--- src/hdl/stqp_pkg.sv ---
// shared constants for the segment tree query planner
package stqp_pkg;

	localparam int FANOUT_POWER_DEF = 4;
	localparam int LEAF_BITS_DEF    = 20;
	localparam int MAX_LEVELS_DEF   = 5;

	// width of the tree_level result field
	localparam int TREE_LEVEL_W = 3;

endpackage

--- src/hdl/segment_tree_query_planner_unit.sv ---
// Segment tree range query planner: level table set-up and per-query range walk.
// An accepted request enters S_LEVEL, which puts its ranges into the output register as the
// walk climbs the tree, with an S_TAIL step after a head range; s_tready stays low until the
// last range sits in the output register, so no new request is taken before then.
// A leaf count write rebuilds the level table, one S_CFG_DIV and S_CFG_BASE step per level.
// Reset: arst_n clears the leaf count, the level table and all handshake state.
module segment_tree_query_planner_unit import stqp_pkg::*; #(
	parameter int FANOUT_POWER = FANOUT_POWER_DEF,
	parameter int LEAF_BITS    = LEAF_BITS_DEF,
	parameter int MAX_LEVELS   = MAX_LEVELS_DEF,
	localparam int W           = LEAF_BITS + 1,
	localparam int IN_W        = ((2 * W + 7) / 8) * 8,
	localparam int OUT_RAW_W   = TREE_LEVEL_W + 2 * W + LEAF_BITS,
	localparam int OUT_W       = ((OUT_RAW_W + 7) / 8) * 8
) (
	input  logic             clk,
	input  logic             arst_n,
	input  logic             cfg_we,
	input  logic [W-1:0]     cfg_wdata,  // leaf_count
	input  logic             s_tvalid,
	output logic             s_tready,
	input  logic [IN_W-1:0]  s_tdata,    // query_begin, query_end
	output logic             m_tvalid,
	input  logic             m_tready,
	output logic [OUT_W-1:0] m_tdata,    // tree_level, span_begin, span_end, level_base
	output logic             m_tlast,    // is_last
	output logic             m_tuser     // bad_query
);

	localparam int LVL_W = $clog2(MAX_LEVELS + 1);
	localparam int IDX_W = (MAX_LEVELS > 1) ? $clog2(MAX_LEVELS) : 1;
	localparam logic [W-1:0] FAN_M1 = W'((1 << FANOUT_POWER) - 1);
	localparam logic [W-1:0] ONE    = W'(1);
	localparam logic [LVL_W-1:0] MAX_LVL = LVL_W'(MAX_LEVELS);

	typedef enum logic [4:0] {
		S_IDLE     = 5'b00001,
		S_CFG_DIV  = 5'b00010,
		S_CFG_BASE = 5'b00100,
		S_LEVEL    = 5'b01000,
		S_TAIL     = 5'b10000
	} state_t;

	state_t state_q;

	logic [W-1:0]         leaf_count_q;
	logic [W-1:0]         n_q;
	logic [W-1:0]         base_acc_q;
	logic [LVL_W-1:0]     level_total_q;
	logic [LEAF_BITS-1:0] level_bases_q [MAX_LEVELS];

	logic [W-1:0]     b_q, e_q;
	logic [LVL_W-1:0] lvl_q;
	logic             bad_q;

	logic                 out_valid_q;
	logic [LVL_W-1:0]     out_lvl_q;
	logic [W-1:0]         out_begin_q, out_end_q;
	logic [LEAF_BITS-1:0] out_base_q;
	logic                 out_last_q, out_bad_q;

	// shared adder
	logic [W-1:0] add_a, add_b, sum;

	logic [W-1:0]         in_begin, in_end, cfg_clamped;
	logic [W-1:0]         pb, pe, ge, head_end;
	logic [LVL_W-1:0]     lvl_m1;
	logic [LEAF_BITS-1:0] cur_base;
	logic                 head, tail, stop, out_free, out_load, cfg_load;

	assign in_begin = s_tdata[W-1:0];
	assign in_end   = s_tdata[2*W-1:W];

	// leaf counts above the tree capacity saturate
	assign cfg_clamped = (cfg_wdata[W-1] && (|cfg_wdata[W-2:0])) ? {1'b1, {(W-1){1'b0}}}
		: cfg_wdata;

	assign pb       = {{FANOUT_POWER{1'b0}}, b_q[W-1:FANOUT_POWER]};
	assign pe       = {{FANOUT_POWER{1'b0}}, e_q[W-1:FANOUT_POWER]};
	assign ge       = {e_q[W-1:FANOUT_POWER], {FANOUT_POWER{1'b0}}};
	assign head_end = {sum[W-1-FANOUT_POWER:0], {FANOUT_POWER{1'b0}}};
	assign head     = |b_q[FANOUT_POWER-1:0];
	assign tail     = |e_q[FANOUT_POWER-1:0];
	assign stop     = (pb == pe) || (lvl_q >= level_total_q);
	assign lvl_m1   = lvl_q - LVL_W'(1);
	assign cur_base = (lvl_q == '0) ? '0 : level_bases_q[lvl_m1[IDX_W-1:0]];
	assign out_free = !out_valid_q || m_tready;

	// a leaf count write restarts the table build whenever no request is being walked
	assign cfg_load = cfg_we && (state_q != S_LEVEL) && (state_q != S_TAIL);

	// the walk puts a range into the output register this cycle
	assign out_load = out_free && (((state_q == S_LEVEL) && (bad_q || stop || head || tail))
		|| ((state_q == S_TAIL) && tail));

	always_comb begin
		unique case (state_q)
			S_CFG_DIV: begin
				add_a = n_q;
				add_b = FAN_M1;
			end
			S_CFG_BASE: begin
				add_a = base_acc_q;
				add_b = n_q;
			end
			default: begin
				add_a = pb;
				add_b = ONE;
			end
		endcase
	end

	assign sum = add_a + add_b;

	always_ff @(posedge clk or negedge arst_n) begin
		if (!arst_n) begin
			state_q       <= S_IDLE;
			leaf_count_q  <= '0;
			n_q           <= '0;
			base_acc_q    <= '0;
			level_total_q <= '0;
			for (int i = 0; i < MAX_LEVELS; i++) begin
				level_bases_q[i] <= '0;
			end
			b_q         <= '0;
			e_q         <= '0;
			lvl_q       <= '0;
			bad_q       <= 1'b0;
			out_valid_q <= 1'b0;
			out_lvl_q   <= '0;
			out_begin_q <= '0;
			out_end_q   <= '0;
			out_base_q  <= '0;
			out_last_q  <= 1'b0;
			out_bad_q   <= 1'b0;
		end else begin
			if (out_load) begin
				out_valid_q <= 1'b1;
			end else if (m_tready) begin
				out_valid_q <= 1'b0;
			end
			if (cfg_load) begin
				leaf_count_q  <= cfg_clamped;
				n_q           <= cfg_clamped;
				base_acc_q    <= '0;
				level_total_q <= '0;
				for (int i = 0; i < MAX_LEVELS; i++) begin
					level_bases_q[i] <= '0;
				end
				state_q <= S_CFG_DIV;
			end else begin
				unique case (state_q)
					S_IDLE: begin
						if (s_tvalid) begin
							b_q     <= in_begin;
							e_q     <= in_end;
							lvl_q   <= '0;
							bad_q   <= (in_begin > in_end) || (in_end > leaf_count_q);
							state_q <= S_LEVEL;
						end
					end
					S_CFG_DIV: begin
						if ((n_q > ONE) && (level_total_q < MAX_LVL)) begin
							n_q     <= {{FANOUT_POWER{1'b0}}, sum[W-1:FANOUT_POWER]};
							state_q <= S_CFG_BASE;
						end else begin
							state_q <= S_IDLE;
						end
					end
					S_CFG_BASE: begin
						level_bases_q[level_total_q[IDX_W-1:0]] <= base_acc_q[LEAF_BITS-1:0];
						base_acc_q    <= sum;
						level_total_q <= level_total_q + LVL_W'(1);
						state_q       <= S_CFG_DIV;
					end
					S_LEVEL: begin
						priority if (bad_q) begin
							if (out_free) begin
								out_lvl_q   <= '0;
								out_begin_q <= '0;
								out_end_q   <= '0;
								out_base_q  <= '0;
								out_last_q  <= 1'b1;
								out_bad_q   <= 1'b1;
								state_q     <= S_IDLE;
							end
						end else if (stop) begin
							if (out_free) begin
								out_lvl_q   <= lvl_q;
								out_begin_q <= b_q;
								out_end_q   <= e_q;
								out_base_q  <= cur_base;
								out_last_q  <= 1'b1;
								out_bad_q   <= 1'b0;
								state_q     <= S_IDLE;
							end
						end else if (head) begin
							if (out_free) begin
								out_lvl_q   <= lvl_q;
								out_begin_q <= b_q;
								out_end_q   <= head_end;
								out_base_q  <= cur_base;
								out_last_q  <= 1'b0;
								out_bad_q   <= 1'b0;
								state_q     <= S_TAIL;
							end
						end else if (tail) begin
							if (out_free) begin
								out_lvl_q   <= lvl_q;
								out_begin_q <= ge;
								out_end_q   <= e_q;
								out_base_q  <= cur_base;
								out_last_q  <= 1'b0;
								out_bad_q   <= 1'b0;
								b_q         <= pb;
								e_q         <= pe;
								lvl_q       <= lvl_q + LVL_W'(1);
							end
						end else begin
							// range sits on group edges, climb without a result
							b_q   <= pb;
							e_q   <= pe;
							lvl_q <= lvl_q + LVL_W'(1);
						end
					end
					S_TAIL: begin
						// head already sent, so the parent range starts one group later
						if (!tail || out_free) begin
							if (tail) begin
								out_lvl_q   <= lvl_q;
								out_begin_q <= ge;
								out_end_q   <= e_q;
								out_base_q  <= cur_base;
								out_last_q  <= 1'b0;
								out_bad_q   <= 1'b0;
							end
							b_q     <= sum;
							e_q     <= pe;
							lvl_q   <= lvl_q + LVL_W'(1);
							state_q <= S_LEVEL;
						end
					end
					default: begin
						state_q <= S_IDLE;
					end
				endcase
			end
		end
	end

	assign s_tready = (state_q == S_IDLE) && !cfg_we;
	assign m_tvalid = out_valid_q;
	assign m_tlast  = out_last_q;
	assign m_tuser  = out_bad_q;
	assign m_tdata  = {{(OUT_W - OUT_RAW_W){1'b0}}, out_base_q, out_end_q, out_begin_q,
		TREE_LEVEL_W'(out_lvl_q)};

	// a flagged request gives a single range, which closes the request
	a_bad_is_last: assert property (@(posedge clk) disable iff (!arst_n)
		m_tvalid && m_tuser |-> m_tlast)
		else $error("bad request result not marked last");

	a_level_total_range: assert property (@(posedge clk) disable iff (!arst_n)
		level_total_q <= MAX_LVL)
		else $error("level count above maximum");

	a_out_level_range: assert property (@(posedge clk) disable iff (!arst_n)
		m_tvalid && !m_tuser |-> out_lvl_q <= level_total_q)
		else $error("range emitted above the top level");

	a_tail_after_head: assert property (@(posedge clk) disable iff (!arst_n)
		state_q == S_TAIL |-> head && !bad_q)
		else $error("tail step entered without a head range");

	a_busy_after_accept: assert property (@(posedge clk) disable iff (!arst_n)
		s_tvalid && s_tready |=> !s_tready && state_q == S_LEVEL)
		else $error("request accepted while the walk did not start");

endmodule
--- config.mk ---
export PLATFORM = sky130hd
export DESIGN_NAME = segment_tree_query_planner_unit
export DESIGN_NICKNAME = d
export VERILOG_FILES = /design/src/hdl/stqp_pkg.sv /design/src/hdl/segment_tree_query_planner_unit.sv
export SDC_FILE = /design/constraint.sdc
export NUM_CORES = 1
export LEC_CHECK = 0
export BUFFER_PORTS_ARGS = -buffer_cell sky130_fd_sc_hd__buf_2
export CAP_MARGIN = 20
export CELL_PAD_IN_SITES_DETAIL_PLACEMENT = 1
export CELL_PAD_IN_SITES_GLOBAL_PLACEMENT = 1
export CORE_MARGIN = 10
export CORE_UTILIZATION = 35
export DETAILED_ROUTE_END_ITERATION = 8
export MAX_ROUTING_LAYER = met4
export PLACE_DENSITY = 0.74
export RECOVER_POWER = 100
export SETUP_SLACK_MARGIN = 0.5
export SYNTH_ARGS = -nofsm -noshare
export SYNTH_HDL_FRONTEND = slang
export SYNTH_SLANG_ARGS = --single-unit
--- constraint.sdc ---
create_clock -name clk -period 4.3 [get_ports clk]
set_input_delay 0.86 -clock clk [delete_from_list [all_inputs] [get_ports clk]]
set_output_delay 0.86 -clock clk [all_outputs]
set_load 0.01 [all_outputs]
==> reports/results.md, run 1 <==
Run status
• **run status** finished, violations left
• **violated checks** capacitance limit, slew limit

Logic synthesis
• **fraction of the mapped netlist area in simple logic gates** 15.9%
• **Yosys warning count** 0
• **Compound-Gate Fraction of Synth Area** 19.9%
• **Synth Area in Adders** 5.61%
• **proportion of synthesized chip area in sequential cells** 45.3%
• **per-instance average area after synthesis** 9.34 µm²
• **number of synthesized flops with an enable pin** 0
• **mux contribution to synthesized area** 6.30%
• **dominant combinational cell family by area after synthesis** compound AO/OA/AOI/OAI gates
• **flip-flop and latch count after synthesis** 285
• **post-synthesis async set-or-reset flop share** 100%
• **post-synthesis instance total** 1686
• **count of distinct cell types in the synthesized netlist** 76
• **xor-xnor portion of the synthesized cell area** 2.06%
• **dominant synthesized flop cell** sky130_fd_sc_hd__dfrtp_1
• **cell area after technology mapping** 0.0157 mm²

Detailed routing
• **total via count after detailed routing** 13933
• **number of search-and-repair iterations in the first detailed-routing pass** 5
• **mean number of vias per cell** 5.73
• **remaining routing DRC violations** 0
• **antenna-violating nets left** 0
• **wirelength, routed** 56.4 mm
• **First DRT Iteration DRCs** 1172
• **average detailed-routed wire length per instance** 23.2 µm

CTS
• **Hold-fix buffers, CTS** 0
• **CTS H-tree lvls** 2
• **TritonCTS Buffers** 34
• **clock tree from TritonCTS** done
• **clock latency at the later pin of the worst-skew pair** 530 ps
• **clk sink count** 285
• **CTS clock-pin slew for the worst setup and hold paths** 60 ps
• **clock buffer depth** 3
• **Root Driver** sky130_fd_sc_hd__clkbuf_16

Critical path
• **category of the worst setup path launch point** flip-flop
• **FF-to-FF setup slack** 340 ps
• **data required time of the worst path** 4730 ps
• **worst reg2reg path startpoint** state_q[1]$_DFFE_PN0P_
• **ordered list of cells on the worst path** or3b_1 > nor3_4 > buf_6 > clkbuf_16 > a22oi_1 > nand2_1 > ha_1 > o21a_1 > o211ai_1 > buf_4 > a211oi_1 > or4b_2 > nand3_1 > a22oi_1 > o2bb2ai_1
• **depth of the worst register-to-register path** 15
• **CP max-delay cell** sky130_fd_sc_hd__or4b_2
• **critical path type** flip-flop to flip-flop
• **endpoint class of the critical path** flip-flop
• **critical path fanouts, max** 6
• **CP arrival** 4390 ps
• **FF-to-FF End** out_end_q[18]$_DFFE_PN0P_
• **CP dominant cell by count** sky130_fd_sc_hd__a22oi_1
• **largest stage delay on the critical path** 640 ps

Finish
• **number of standard cells in the final layout excluding fillers** 2432
• **leading cell types in the layout, fill and taps excluded** sky130_fd_sc_hd__nand2_1, sky130_fd_sc_hd__dfrtp_1, sky130_fd_sc_hd__a21oi_1, sky130_fd_sc_hd__nor2_1, sky130_fd_sc_hd__clkbuf_1
• **most common cell after layout, fill and taps aside** sky130_fd_sc_hd__nand2_1
• **fraction of layout cells with a size suffix above 1** 14.5%
• **synth-to-layout area growth** 17.7%
• **number of nets at the end of the flow** 1958
• **# diodes** 0

Die
• **full die area** 0.0539 mm²
• **number of I/O pins** 150
• **placeable core region** 0.0443 mm²
• **initial cell density of the core** 35.5%
• **Die H** 232 µm
• **standard-cell rows** 77
• **die extent in x** 232 µm

Pwr
• **Power Dens Cells** 547 mW/mm²
• **static leakage power** 8.26 nW
• **Max rail drop VDD** 269 µV

GRT
• **pin count of the biggest net entering global routing** 114
• **total routing usage reported by global routing** 20.8%
• **total congestion overflow** 0
• **initial antenna violation count** 0
• **vias in the first global route** 14491
• **global-route wire length before repair** 86.1 mm

Placement
• **Cell Count Post-Placement** 2343
• **HPWL reported at the end of detailed placement** 39.6 mm
• **IO buf count** 136
• **Final GP Congestion** 0.918

Min path
• **Worst Min Path Start** out_end_q[13]$_DFFE_PN0P_
• **Hold Path Cell Cnt** 1
• **class of the tightest hold or removal check** flip-flop to flip-flop
• **WHS Endpoint** out_end_q[13]$_DFFE_PN0P_

Job
• **total of max-cap violations** 2

STA
• **Slew Viols, Final** 146
• **FMAX** 253 MHz
• **count of endpoints failing hold in the final timing report** 0
• **post-route setup TNS** 0 ps
• **RSZ-0062 raised after global routing** true
• **actual slew at the worst max-slew pin** 3180 ps
• **clock skew** 17.9 ps
• **fin crit share** 92.1%
• **minimum clock period** 3960 ps
• **worst slew slack as a fraction of its limit** -112%
• **final setup fails** 0

[critical path, delay by kind of cell, from the launching register on]
kind / cells / cell delay [ps]
flip-flops: 1 / 410
AO/OA/AOI/OAI: 6 / 850
buffers and inverters: 3 / 500
adder cells (fa/ha/maj): 1 / 300
AND/OR/NAND/NOR: 5 / 1810
[repair_timing]
item / CTS / global route
endpoints found under the setup margin: 32 / 40
pin swaps: 4 / 19
gates resized for setup: 18 / 39
buffers inserted: 11 / 11
cloned: 1 / 3
[per-stage QoR]
step           setup WS (ps)  utilization (%)  instance area, µm²  power, mW  hold slack (ps)
2_1_floorplan            520                -               15800       5.65              450
3_3_place_gp             355             38.5               17000       6.93              470
3_5_place_dp             263             38.5               17000       7.05              474
4_1_cts                  501             41.5               18400       10.1              311
5_1_grt                  192             41.8               18500       10.6              515
6_report                 342             41.8               18500       10.1              487
[logic make-up after synthesis]
| group | count (synthesis) |
|---|---|
| muxes | 71 |
| buffers and inverters | 180 |
| and+or+nand+nor | 564 |
| xor gates and xnor gates | 37 |
| other | 1 |
| AOI/OAI and AO/OA | 478 |
| DFF | 285 |
| adders and majority gates | 70 |
[area by class of cell]
| cell class | instances | area, µm² |
|---|---|---|
| clock buffer | 55 | 1070 |
| clock inverter | 7 | 67.6 |
| fill | 5162 | 25800 |
| inverter | 63 | 236 |
| multi-input combinational | 1227 | 8030 |
| sequential | 285 | 7140 |
| tap | 592 | 741 |
| timing repair buffer | 203 | 1240 |
[synthesized netlist by cell type (3+ instances only)]
library cell	number	area (µm²)
sky130_fd_sc_hd__or3_1	3	18.8
sky130_fd_sc_hd__nor2b_1	14	87.6
sky130_fd_sc_hd__xnor2_1	26	228
sky130_fd_sc_hd__a211o_1	4	35.0
sky130_fd_sc_hd__ha_1	69	863
sky130_fd_sc_hd__a22oi_1	61	458
sky130_fd_sc_hd__nor4_1	13	81.3
sky130_fd_sc_hd__o2bb2ai_1	23	201
sky130_fd_sc_hd__buf_4	13	97.6
sky130_fd_sc_hd__nand2_1	329	1230
sky130_fd_sc_hd__and3_1	26	163
sky130_fd_sc_hd__o211ai_1	9	67.6
sky130_fd_sc_hd__nand4_1	10	62.6
sky130_fd_sc_hd__buf_1	7	26.3
sky130_fd_sc_hd__a21oi_1	169	846
sky130_fd_sc_hd__mux2_2	17	191
sky130_fd_sc_hd__nor3_2	5	50.1
sky130_fd_sc_hd__a222oi_1	10	100
sky130_fd_sc_hd__nand3_1	17	85.1
sky130_fd_sc_hd__a211oi_1	8	60.1
sky130_fd_sc_hd__mux2i_1	26	260
sky130_fd_sc_hd__a21o_1	20	150
sky130_fd_sc_hd__nor2_1	109	409
sky130_fd_sc_hd__dfrtp_1	284	7110
sky130_fd_sc_hd__a22o_1	50	438
sky130_fd_sc_hd__o21ai_1	5	25.0
sky130_fd_sc_hd__inv_1	62	233
sky130_fd_sc_hd__o21ai_0	82	410
sky130_fd_sc_hd__buf_2	13	65.1
sky130_fd_sc_hd__buf_6	5	56.3
sky130_fd_sc_hd__nand3b_1	3	22.5
sky130_fd_sc_hd__nand2b_1	8	50.1
sky130_fd_sc_hd__o31ai_1	3	22.5
sky130_fd_sc_hd__clkbuf_1	79	297
sky130_fd_sc_hd__o21bai_1	3	22.5
sky130_fd_sc_hd__mux4_2	20	450
sky130_fd_sc_hd__a221oi_1	4	35.0
sky130_fd_sc_hd__nor3_1	6	30.0
sky130_fd_sc_hd__and2_1	6	37.5
sky130_fd_sc_hd__xor2_1	11	96.3
sky130_fd_sc_hd__a31oi_1	4	25.0
sky130_fd_sc_hd__mux2_1	8	90.1
[worst max path at each step]
stage	start	endpoint	slack [ps]	cells after the start
2_1_floorplan	state_q[2]$_DFFE_PN0P_	b_q[20]$_DFFE_PN0P_	520	16
3_3_place_gp	state_q[4]$_DFFE_PN0P_	b_q[14]$_DFFE_PN0P_	350	15
3_5_place_dp	state_q[1]$_DFFE_PN0P_	out_end_q[18]$_DFFE_PN0P_	260	14
4_1_cts	state_q[1]$_DFFE_PN0P_	out_end_q[18]$_DFFE_PN0P_	500	13
5_1_grt	state_q[1]$_DFFE_PN0P_	b_q[11]$_DFFE_PN0P_	190	16
6_report	state_q[1]$_DFFE_PN0P_	out_end_q[18]$_DFFE_PN0P_	340	15
[per-layer routing]
metal / part of all wire [%] / routed length [µm] / track usage, %
met1: 44 / 24500 / 27.4
met2: 48 / 27200 / 33.8
met3: 6.0 / 3380 / 2.46
met4: 2.3 / 1280 / 4.43
met5: 0 / 0 / -
[registers in the layout, indices dropped and copies added, names as in the netlist, 3 cells and up]
register and cells:
level_total_q 3, level_bases_q 100, state_q 5, e_q 21, out_base_q 20, out_lvl_q 3
lvl_q 3, out_end_q 21, b_q 21, leaf_count_q 21, n_q 21, base_acc_q 21
out_begin_q 21
[report_power, final]
| group | total, mW | switching (mW) | internal (mW) | leakage [nW] |
|---|---|---|---|---|
| Combinational | 3.37 | 2.09 | 1.28 | 3.87 |
| Sequential | 3.81 | 0.664 | 3.14 | 3.83 |
| Clock | 2.96 | 1.19 | 1.77 | 0.564 |
| Total | 10.1 | 3.94 | 6.20 | 8.26 |
Note: power is estimated with default switching activity, not from simulation.
==> inputs of run 2 (changes only) <==
==> constraint.sdc (replaced) <==
create_clock -name clk -period 4.85 [get_ports clk]
set_input_delay 0.97 -clock clk [delete_from_list [all_inputs] [get_ports clk]]
set_output_delay 0.97 -clock clk [all_outputs]
set_load 0.01 [all_outputs]
==> run 2 against run 1 <==
The flow still finishes with violations (capacitance limit, slew limit). Combinational power down 17%. Final cell count down 1.6%. Critical path type unchanged. Die area unchanged. First-iteration DRC count down 11%. Global-route usage down 0.17 points. Utilization down 1.4 points. Hold slack worse by 7.3 ps. Via count down 2.4%. Largest power group unchanged. Sequential power down 11%.
==> reports/results.md, run 2 (synthesis gave the netlist of run 1 again) <==
Detailed routing
• **First DRT Iteration DRCs** 1045, -11%
• **total via count after detailed routing** 13597, -2.4%
• **mean number of vias per cell** 5.68, -0.82%
• **number of search-and-repair iterations in the first detailed-routing pass** 5, unchanged
• **antenna-violating nets left** 0, unchanged
• **wirelength, routed** 54.7 mm, -3.0%
• **remaining routing DRC violations** 0, unchanged
• **average detailed-routed wire length per instance** 22.8 µm, -1.5%

Finish
• **Reg with most FFs** level_bases_q
• **fraction of layout cells with a size suffix above 1** 11.3%, -3.2 points
• **number of nets at the end of the flow** 1922, -1.8%
• **# diodes** 0, unchanged
• **synth-to-layout area growth** 13.6%
• **most common cell after layout, fill and taps aside** sky130_fd_sc_hd__nand2_1
• **flip-flop count of the largest register, all copies and words added** 100, unchanged
• **leading cell types in the layout, fill and taps excluded** sky130_fd_sc_hd__nand2_1, sky130_fd_sc_hd__dfrtp_1, sky130_fd_sc_hd__a21oi_1, sky130_fd_sc_hd__nor2_1, sky130_fd_sc_hd__o21ai_0

GRT
• **global-route wire length before repair** 85.3 mm, -0.99%
• **total routing usage reported by global routing** 20.6%, -0.17 points
• **initial antenna violation count** 0, unchanged
• **vias in the first global route** 14484, -0.048%
• **pin count of the biggest net entering global routing** 129, +13%
• **total congestion overflow** 0, unchanged

CTS
• **TritonCTS Buffers** 31, -8.8%
• **Root Driver** sky130_fd_sc_hd__clkbuf_16
• **clock latency at the later pin of the worst-skew pair** 600 ps, +70 ps
• **CTS clock-pin slew for the worst setup and hold paths** 60 ps, about the same
• **clk sink count** 285, unchanged
• **CTS H-tree lvls** 1, -1
• **clock tree from TritonCTS** done
• **clock buffer depth** 3, unchanged

Critical path
• **critical path fanouts, max** 66, +60
• **critical path type** flip-flop to flip-flop
• **endpoint class of the critical path** flip-flop
• **CP arrival** 4770 ps, +380 ps
• **data required time of the worst path** 5330 ps, +600 ps
• **category of the worst setup path launch point** flip-flop

Pwr
• **Power Dens Cells** 486 mW/mm², -11%
• **static leakage power** 7.98 nW, -3.4%
• **Max rail drop VDD** 293 µV, +9.0%

STA
• **final setup fails** 0, unchanged
• **actual slew at the worst max-slew pin** 3450 ps, +275 ps
• **Slew Viols, Final** 318, +120%
• **FMAX** 233 MHz, -7.8%
• **hold slack final** 480 ps, -7.31 ps
• **RSZ-0062 raised after global routing** false
• **post-route setup TNS** 0 ps, unchanged
• **minimum clock period** 4290 ps, +335 ps
• **clock skew** 20.8 ps, +2.88 ps
• **count of endpoints failing hold in the final timing report** 0, unchanged
• **worst slew slack as a fraction of its limit** -130%, -18 points
• **fin crit share** 88.5%, -3.5 points
• **setup slack after layout** 556 ps, +215 ps

Die
• **placeable core region** 0.0443 mm², unchanged
• **die extent in x** 232 µm, unchanged
• **number of I/O pins** 150, unchanged
• **Die H** 232 µm, unchanged
• **initial cell density of the core** 35.5%, unchanged
• **full die area** 0.0539 mm², unchanged
• **standard-cell rows** 77, unchanged

Run status
• **run status** finished, violations left
• **violated checks** capacitance limit, slew limit

Placement
• **Final GP Congestion** 0.905, -1.4%
• **HPWL reported at the end of detailed placement** 39.4 mm, -0.42%
• **pre-CTS setup slack** 667 ps, +405 ps
• **IO buf count** 136, unchanged

Job
• **total of max-cap violations** 4, +2

Min path
• **class of the tightest hold or removal check** flip-flop to flip-flop

## run 2: cell types whose count changed in the layout (fill, tap and decap cells not counted), sizes merged
cell,change
buf,-35
clkbuf,-7
clkinv,+3
bufinv,+2
bufbuf,-1
dlymetal6s4s,-1
## run 2: repair_timing
action,4_1_cts,5_1_grt
hold buffers,0,0
buffers inserted,0,0
gates resized for setup,0,3
setup endpoints to repair,0,6
## run 2: path summary, 6_finish.rpt
path	from	end	slack [ps]	depth (start not counted)
hold / removal	m_tlast$_DFFE_PN0P_	m_tlast$_DFFE_PN0P_	480	1
hold reg to reg	m_tlast$_DFFE_PN0P_	m_tlast$_DFFE_PN0P_	480	1
max in group asynchronous	arst_n	base_acc_q[15]$_DFFE_PN0P_	970	2
setup / recovery	level_total_q[2]$_DFFE_PN0P_	out_base_q[10]$_DFFE_PN0P_	560	9
setup reg to reg	level_total_q[2]$_DFFE_PN0P_	out_base_q[10]$_DFFE_PN0P_	560	9
min in group asynchronous	arst_n	out_lvl_q[1]$_DFFE_PN0P_	1520	1
## run 2: cell type report
cell class | instances | area (µm²)
Clock buffer | 44 | 915
Clock inverter | 12 | 161
Fill cell | 5157 | 26400
Inverter | 63 | 236
Multi-Input combinational cell | 1227 | 7850
Sequential cell | 285 | 7130
Tap cell | 592 | 741
Timing Repair Buffer | 170 | 852
## run 2: critical path, stage by stage, from the launching register on
cell and delay, ps:
sky130_fd_sc_hd__dfrtp_1 440, sky130_fd_sc_hd__inv_1 160, sky130_fd_sc_hd__ha_1 340, sky130_fd_sc_hd__a21oi_1 150, sky130_fd_sc_hd__o21ai_0 190, sky130_fd_sc_hd__a2111oi_0 860
sky130_fd_sc_hd__o22ai_1 250, sky130_fd_sc_hd__nand4b_1 170, sky130_fd_sc_hd__clkbuf_2 1140, sky130_fd_sc_hd__mux2_2 440
## run 2: per-layer routing
metal | global-route usage [%] | vias up | wire [µm]
met5 | - | - | 0
met4 | 5.19 | 0 | 1240
met3 | 3.08 | 87 | 2980
met2 | 33.1 | 382 | 26200
met1 | 26.8 | 6973 | 24200
li1 | - | 6155 | -
## run 2: power by group
part           switching (mW)  internal, mW
clock                    1.02          1.47
sequential              0.605          2.79
combinational            1.79          1.02
total                    3.41          5.28
## run 2: metrics by stage
| step | std cells | cell area [µm²] | total power [mW] | utilization [%] |
|---|---|---|---|---|
| 6_report | 2393 | 17900 | 8.69 | 40.4 |
| 5_1_grt | 2393 | 17900 | 9.14 | 40.4 |
| 4_1_cts | 2392 | 18100 | 8.78 | 40.7 |
| 3_5_place_dp | 2336 | 17000 | 6.27 | 38.3 |
| 3_3_place_gp | 2336 | 17000 | 6.16 | 38.3 |
| 2_1_floorplan | 1692 | 15800 | 5.01 | - |
